$ cat src/gdd_pkg.sv
// Shared types, constants and calendar tables of the date difference unit
package gdd_pkg;

   localparam int DAY_W       = 5;
   localparam int MONTH_W     = 4;
   localparam int YEAR_W      = 14;
   localparam int DAY_NUM_W   = 23;
   localparam int DIFF_W      = 24;
   localparam int STATUS_W    = 3;
   localparam int DB_W        = 9;

   // floor(n / 100) == (n * RECIP_100) >> RECIP_SHIFT for every 14-bit n
   localparam int RECIP_100   = 5243;
   localparam int RECIP_W     = 13;
   localparam int RECIP_SHIFT = 19;
   localparam int PROD_W      = YEAR_W + RECIP_W;
   localparam int Q100_W      = PROD_W - RECIP_SHIFT;

   localparam int DAYS_COMMON = 365;
   localparam int CENTURY     = 100;
   localparam int MONTHS      = 12;
   localparam int CUTOFF_YEAR  = 1582;
   localparam int CUTOFF_MONTH = 10;
   localparam int CUTOFF_DAY   = 15;

   // Depth of the valid pipe to the output register
   localparam int PIPE_DEPTH  = 4;

   typedef enum logic [STATUS_W-1:0] {
      ST_VALID     = 3'd0,
      ST_DAY_ZERO  = 3'd1,
      ST_BAD_MONTH = 3'd2,
      ST_DAY_LARGE = 3'd3,
      ST_PRE_GREG  = 3'd4
   } status_type;

   typedef struct packed {
      status_type             status;
      logic [DAY_NUM_W-1:0]   day_num;
   } date_result_type;

   function automatic logic [DAY_W-1:0] month_length(input logic leap,
                                                     input logic [MONTH_W-1:0] month);
      logic [DAY_W-1:0] len;
      unique case (month)
         4'd2:                      len = leap ? 5'd29 : 5'd28;
         4'd4, 4'd6, 4'd9, 4'd11:  len = 5'd30;
         default:                   len = 5'd31;
      endcase
      return len;
   endfunction

   function automatic logic [DB_W-1:0] days_before(input logic leap,
                                                   input logic [MONTH_W-1:0] month);
      logic [DB_W-1:0] db;
      unique case (month)
         4'd2:    db = 9'd31;
         4'd3:    db = 9'd59;
         4'd4:    db = 9'd90;
         4'd5:    db = 9'd120;
         4'd6:    db = 9'd151;
         4'd7:    db = 9'd181;
         4'd8:    db = 9'd212;
         4'd9:    db = 9'd243;
         4'd10:   db = 9'd273;
         4'd11:   db = 9'd304;
         4'd12:   db = 9'd334;
         default: db = 9'd0;
      endcase
      // leap day counts from March on
      if (leap && month > 4'd2) begin
         db = db + 9'd1;
      end
      return db;
   endfunction

endpackage

$ cat src/gdd_day_number.sv
// Three-stage day number and validity pipeline for one calendar date
module gdd_day_number (
   input  logic                           clock,
   input  logic [gdd_pkg::DAY_W-1:0]      date_day,
   input  logic [gdd_pkg::MONTH_W-1:0]    date_month,
   input  logic [gdd_pkg::YEAR_W-1:0]     date_year,
   output gdd_pkg::date_result_type       result
);
   import gdd_pkg::*;

   // stage A: year minus one and its quotient by 100
   logic [DAY_W-1:0]      a_day_ff;
   logic [MONTH_W-1:0]    a_month_ff;
   logic [YEAR_W-1:0]     a_year_ff;
   logic [YEAR_W-1:0]     a_py_ff;
   logic [Q100_W-1:0]     a_q100_ff;
   logic [YEAR_W-1:0]     a_py_in;
   logic [PROD_W-1:0]     a_prod;

   // stage B: leap flag and day count of the whole years before
   logic [DAY_W-1:0]      b_day_ff;
   logic [MONTH_W-1:0]    b_month_ff;
   logic [YEAR_W-1:0]     b_year_ff;
   logic                  b_leap_ff;
   logic [DAY_NUM_W-1:0]  b_base_ff;
   logic                  b_leap_in;
   logic [DAY_NUM_W-1:0]  b_base_in;
   logic [YEAR_W-1:0]     b_rem100;
   logic [YEAR_W-1:0]     b_leaps;

   // stage C: status and day number
   date_result_type       c_result_ff;
   date_result_type       c_result_in;
   logic                  c_pre_greg;

   always_comb begin
      a_py_in = date_year - YEAR_W'(1);
      a_prod  = PROD_W'(a_py_in) * PROD_W'(RECIP_100);
   end

   always_ff @(posedge clock) begin
      a_day_ff   <= date_day;
      a_month_ff <= date_month;
      a_year_ff  <= date_year;
      a_py_ff    <= a_py_in;
      a_q100_ff  <= a_prod[RECIP_SHIFT +: Q100_W];
   end

   always_comb begin
      b_rem100 = a_py_ff - YEAR_W'(a_q100_ff) * YEAR_W'(CENTURY);
      // year divisible by 4; by 100 when py mod 100 is 99, then by 400 via quotient
      b_leap_in = (a_py_ff[1:0] == 2'b11) &&
                  ((b_rem100 != YEAR_W'(CENTURY - 1)) || (a_q100_ff[1:0] == 2'b11));
      b_leaps   = (a_py_ff >> 2) - YEAR_W'(a_q100_ff) + YEAR_W'(a_q100_ff >> 2);
      b_base_in = DAY_NUM_W'(a_py_ff) * DAY_NUM_W'(DAYS_COMMON) + DAY_NUM_W'(b_leaps);
   end

   always_ff @(posedge clock) begin
      b_day_ff   <= a_day_ff;
      b_month_ff <= a_month_ff;
      b_year_ff  <= a_year_ff;
      b_leap_ff  <= b_leap_in;
      b_base_ff  <= b_base_in;
   end

   always_comb begin
      c_pre_greg = (b_year_ff < YEAR_W'(CUTOFF_YEAR)) ||
                   ((b_year_ff == YEAR_W'(CUTOFF_YEAR)) &&
                    ((b_month_ff < MONTH_W'(CUTOFF_MONTH)) ||
                     ((b_month_ff == MONTH_W'(CUTOFF_MONTH)) &&
                      (b_day_ff < DAY_W'(CUTOFF_DAY)))));
      priority if (b_day_ff == '0) begin
         c_result_in.status = ST_DAY_ZERO;
      end else if (b_month_ff == '0 || b_month_ff > MONTH_W'(MONTHS)) begin
         c_result_in.status = ST_BAD_MONTH;
      end else if (b_day_ff > month_length(b_leap_ff, b_month_ff)) begin
         c_result_in.status = ST_DAY_LARGE;
      end else if (c_pre_greg) begin
         c_result_in.status = ST_PRE_GREG;
      end else begin
         c_result_in.status = ST_VALID;
      end
      c_result_in.day_num = b_base_ff + DAY_NUM_W'(days_before(b_leap_ff, b_month_ff)) +
                            DAY_NUM_W'(b_day_ff);
   end

   always_ff @(posedge clock) begin
      c_result_ff <= c_result_in;
   end

   assign result = c_result_ff;

endmodule

$ cat src/gregorian_date_difference_unit.sv
// Top level: signed day count between two Gregorian dates with date checks
//
//   channel   ports                              handshake
//   request   req_start_*, req_end_*             start high, busy low
//   response  rsp_day_difference, rsp_*_status   rsp_valid strobe, one cycle
//
// One pair of dates is taken every cycle; busy stays low.
// The pipe holds three day number stages per date, then the subtract.
// The depth is set by the reciprocal multiply for the century count and the
// 365 scaling, each with a register behind it.
// Reset clears the valid pipe only; the data registers are not reset.
module gregorian_date_difference_unit (
   input  logic                                 clock,
   input  logic                                 reset,
   input  logic                                 start,
   output logic                                 busy,
   input  logic [gdd_pkg::DAY_W-1:0]            req_start_day,
   input  logic [gdd_pkg::MONTH_W-1:0]          req_start_month,
   input  logic [gdd_pkg::YEAR_W-1:0]           req_start_year,
   input  logic [gdd_pkg::DAY_W-1:0]            req_end_day,
   input  logic [gdd_pkg::MONTH_W-1:0]          req_end_month,
   input  logic [gdd_pkg::YEAR_W-1:0]           req_end_year,
   output logic                                 rsp_valid,
   output logic signed [gdd_pkg::DIFF_W-1:0]    rsp_day_difference,
   output logic [gdd_pkg::STATUS_W-1:0]         rsp_start_status,
   output logic [gdd_pkg::STATUS_W-1:0]         rsp_end_status
);
   import gdd_pkg::*;

   logic [PIPE_DEPTH-1:0]      valid_ff;
   logic [PIPE_DEPTH-1:0]      valid_in;
   date_result_type            start_result;
   date_result_type            end_result;
   logic signed [DIFF_W-1:0]   diff_ff;
   logic signed [DIFF_W-1:0]   diff_in;
   status_type                 start_status_ff;
   status_type                 end_status_ff;

   gdd_day_number u_start_date (
      .clock      (clock),
      .date_day   (req_start_day),
      .date_month (req_start_month),
      .date_year  (req_start_year),
      .result     (start_result)
   );

   gdd_day_number u_end_date (
      .clock      (clock),
      .date_day   (req_end_day),
      .date_month (req_end_month),
      .date_year  (req_end_year),
      .result     (end_result)
   );

   always_comb begin
      valid_in = {valid_ff[PIPE_DEPTH-2:0], start};
      // drop the difference when either date fails its checks
      if (start_result.status == ST_VALID && end_result.status == ST_VALID) begin
         diff_in = DIFF_W'(end_result.day_num) - DIFF_W'(start_result.day_num);
      end else begin
         diff_in = '0;
      end
   end

   always_ff @(posedge clock) begin
      if (reset) begin
         valid_ff <= '0;
      end else begin
         valid_ff <= valid_in;
      end
   end

   always_ff @(posedge clock) begin
      diff_ff         <= diff_in;
      start_status_ff <= start_result.status;
      end_status_ff   <= end_result.status;
   end

   assign busy               = 1'b0;
   assign rsp_valid          = valid_ff[PIPE_DEPTH-1];
   assign rsp_day_difference = diff_ff;
   assign rsp_start_status   = start_status_ff;
   assign rsp_end_status     = end_status_ff;

endmodule

$ cat config.mk
export PLATFORM = sky130hd
export DESIGN_NAME = gregorian_date_difference_unit
export DESIGN_NICKNAME = d
export VERILOG_FILES = /design/src/gdd_pkg.sv /design/src/gdd_day_number.sv /design/src/gregorian_date_difference_unit.sv
export SDC_FILE = /design/constraint.sdc
export NUM_CORES = 1
export LEC_CHECK = 0
export ABC_CLOCK_PERIOD_IN_PS = 11910
export BUFFER_PORTS_ARGS = -buffer_cell sky130_fd_sc_hd__buf_2
export CELL_PAD_IN_SITES_DETAIL_PLACEMENT = 0
export CELL_PAD_IN_SITES_GLOBAL_PLACEMENT = 1
export CORE_ASPECT_RATIO = 1.25
export CORE_UTILIZATION = 55
export DETAILED_ROUTE_END_ITERATION = 16
export GPL_TIMING_DRIVEN = 1
export MAX_ROUTING_LAYER = met4
export PLACE_DENSITY_LB_ADDON = 0.15
export SYNTH_ARGS = -nofsm -noshare
export SYNTH_HDL_FRONTEND = slang
export SYNTH_SLANG_ARGS = --single-unit
$ cat constraint.sdc
create_clock -name clock -period 11.91 [get_ports clock]
set_input_delay 2.382 -clock clock [delete_from_list [all_inputs] [get_ports clock]]
set_output_delay 2.382 -clock clock [all_outputs]
set_load 0.005 [all_outputs]
==> flow_summary.ini <==
[setup_path]
critPathArrivalTime_ns = 9.18
critPathKind = input port to register
r2r_end = u_end_date.b_base_ff[20]
cp_max_fo = 8
setup.worst_path.end_class = register
required_ns = 12.36
start_kind = input port
reg2reg_depth = 24
worstSetupStartpoint = req_start_year[1]
r2r_slack_ns = 6.03
r2r-start = u_end_date.a_q100_ff[3]
cp-endpoint = u_start_date.a_q100_ff[7]

[routing]
vias = 18146
wl_um = 56360
drc = 0
dr.first_iter.drc_count = 638
ant_nets = 0
via_per_inst = 5.199
drt_pass1_iterations = 5
wl_per_cell_um = 16.15

[timing]
max_freq_mhz = 114.6
drv_slew = 0
fin_crit_sh_pct = 73.29
finalClockSkew_ns = 0.01882
hold_viol = 0
final.min_clock_period_ns = 8.728
rsz0062_at_grt = no
fin_tns_setup_ns = 0
final-setup-viol-count = 0
slew_headroom_pct = 24.69
tightest_slew_ns = 1.122

[yosys]
syn_area_per_cell_um2 = 9.631
synth_cell_type_count = 74
ys_warn_count = 0
ys_ff_latch = 288
synth_top_cell_area_share_pct = 23.48
async_flop_share_pct = 0
synthMuxAreaShare_pct = 0.9144
synth_top_family_by_area = adder cells
synth_area_leaders = ha_1 (23%), dfxtp_1 (22%), fa_1 (19%)
yosysMostFrequentCell = inv_1
synth-simple-area-share_pct = 8.667
synth.net_count = 3520
synth-xor-area-share_pct = 7.529
netlist_instances = 2728
synthFlopType = dfxtp_1
synth_common_cells = inv_1 (576), ha_1 (493), dfxtp_1 (288)
ys_seq_area_share_pct = 21.94
synth_fa_ha_area_share_pct = 42.53
synth_top_area_cell = ha_1
synth_compound_area_share_pct = 9.949
synthesis.area_um2 = 26270
synth-edff-count = 0

[status]
status = finished clean

[clock_tree]
cts.sink_count = 288
cts_resized = 0
clock_latency_ns = 0.58
postCtsSetupBuffers = 0
cts_buffer_depth = 3
cts_hold_buf = 0
htree_levels = 1
cts_tree = yes
cts-root-buf = clkbuf_16
cts_buffers = 31
clk_pin_slew_ns = 0.07

[floorplanning]
start_util_pct = 55.64
rows = 89
coreArea_um2 = 47220
die_area_um2 = 48650
io_pins = 81
die_width_um = 197.5
die_y_um = 246.4

[grt]
grt_pass1_wl_um = 92670
grtUsageTotal_pct = 24.68
grt_pass1_vias = 18861
grt_max_degree = 27
overflow = 0
grt_antenna_before_repair = 1

[final_layout]
area_growth_pct = 8.591
n_fill_cell = 4193
drive_gt1_share_pct = 5.996
fin_nets = 3620

[min_path]
hp-class = register to register

[placement]
dp.final_hpwl_um = 48770
gp_congestion = 0.8965
io_buffers = 79

[flow_run]
maxCapViolations = 0
## cells by family after synthesis
kind of cell / after synthesis
AO/OA/AOI/OAI: 402
XOR/XNOR: 225
adder cells (fa/ha/maj): 743
buffers and inverters: 590
flip-flops: 288
multiplexers: 21
other: 1
AND/OR/NAND/NOR: 458
## layout by cell type, fill, tap and decap left out, types with 79 or more instances in the layout
cell type	instances
a21oi_1	111
buf_2	79
dfxtp_1	288
fa_1	250
ha_1	493
inv_1	576
nand2_1	88
nor2_1	131
o21ai_0	88
xnor2_1	129
xor2_1	95
## per-stage QoR
stage,hold WS (ns),worst slack (ns),utilization [%],instances,instance area [µm²]
2_1_floorplan,0.3096,3.302,-,2728,26270
3_3_place_gp,0.3107,2.708,58.08,3432,27420
3_5_place_dp,0.3121,2.577,58.08,3432,27420
4_1_cts,0.3211,3.171,60.42,3489,28530
5_1_grt,0.3272,2.591,60.43,3490,28530
6_report,0.3189,3.182,60.43,3490,28530
## registers in the layout, indices dropped and copies added (netlist names), 8 cells and up, named ones only
signal / flops
rsp_day_difference: 24
u_end_date.a_py_ff: 14
u_end_date.a_q100_ff: 8
u_end_date.a_year_ff: 14
u_end_date.b_base_ff: 23
u_end_date.b_year_ff: 14
u_end_date.result: 26
u_start_date.a_py_ff: 14
u_start_date.a_q100_ff: 8
u_start_date.a_year_ff: 14
u_start_date.b_base_ff: 23
u_start_date.b_year_ff: 14
u_start_date.result: 26
## area by class of cell
| type | instances | area (µm²) | area share, % |
|---|---|---|---|
| Multi-Input combinational cell | 1850 | 18290 | 64.10 |
| Sequential cell | 288 | 5766 | 20.21 |
| Inverter | 576 | 2162 | 7.578 |
| Antenna cell | 1 | 2.502 | 0.008771 |
| Timing Repair Buffer | 81 | 410.4 | 1.438 |
| Clock buffer | 34 | 817.0 | 2.864 |
| Tap cell | 637 | 797.0 | 2.794 |
| Clock inverter | 23 | 289.0 | 1.013 |
## per-layer routing
| layer | global-route usage (%) | routed length, µm |
|---|---|---|
| met5 | - | 0 |
| met1 | 29.20 | 24700 |
| met2 | 43.91 | 28480 |
| met3 | 2.313 | 1406 |
| met4 | 7.866 | 1762 |
## how the worst min path moves through the flow
stage                               from                   endpoint  slack (ns)  cells after the start
6_report        u_end_date.a_year_ff[11]   u_end_date.b_year_ff[11]        0.32                      0
5_1_grt        u_start_date.a_year_ff[8]  u_start_date.b_year_ff[8]        0.33                      0
4_1_cts         u_end_date.a_year_ff[11]   u_end_date.b_year_ff[11]        0.32                      0
3_5_place_dp      u_end_date.a_day_ff[1]     u_end_date.b_day_ff[1]        0.31                      0
3_3_place_gp    u_start_date.a_day_ff[1]   u_start_date.b_day_ff[1]        0.31                      0
2_1_floorplan     u_end_date.a_day_ff[0]     u_end_date.b_day_ff[0]        0.31                      0
## worst max-delay path, cell delays in order
cell and delay (ns):
buf_2 0.10, inv_1 0.15, ha_1 0.17, a21boi_1 0.22
nand2_1 0.15, or3_4 0.38, or3_1 0.35, or3_1 0.36
xnor2_2 0.45, fa_1 0.51, ha_1 0.32, fa_1 0.49
inv_1 0.06, fa_1 0.52, fa_1 0.56, inv_1 0.04
ha_1 0.20, a2111oi_0 0.58, nand2b_1 0.10, o21ai_0 0.24
a31oi_1 0.16, o21ai_0 0.21, nor2b_1 0.22, o21ai_0 0.14
xnor2_1 0.14
Power is left out: the tool's default activity adds up to more than one toggle a clock period on the data nets, which glitch-free logic cannot reach.
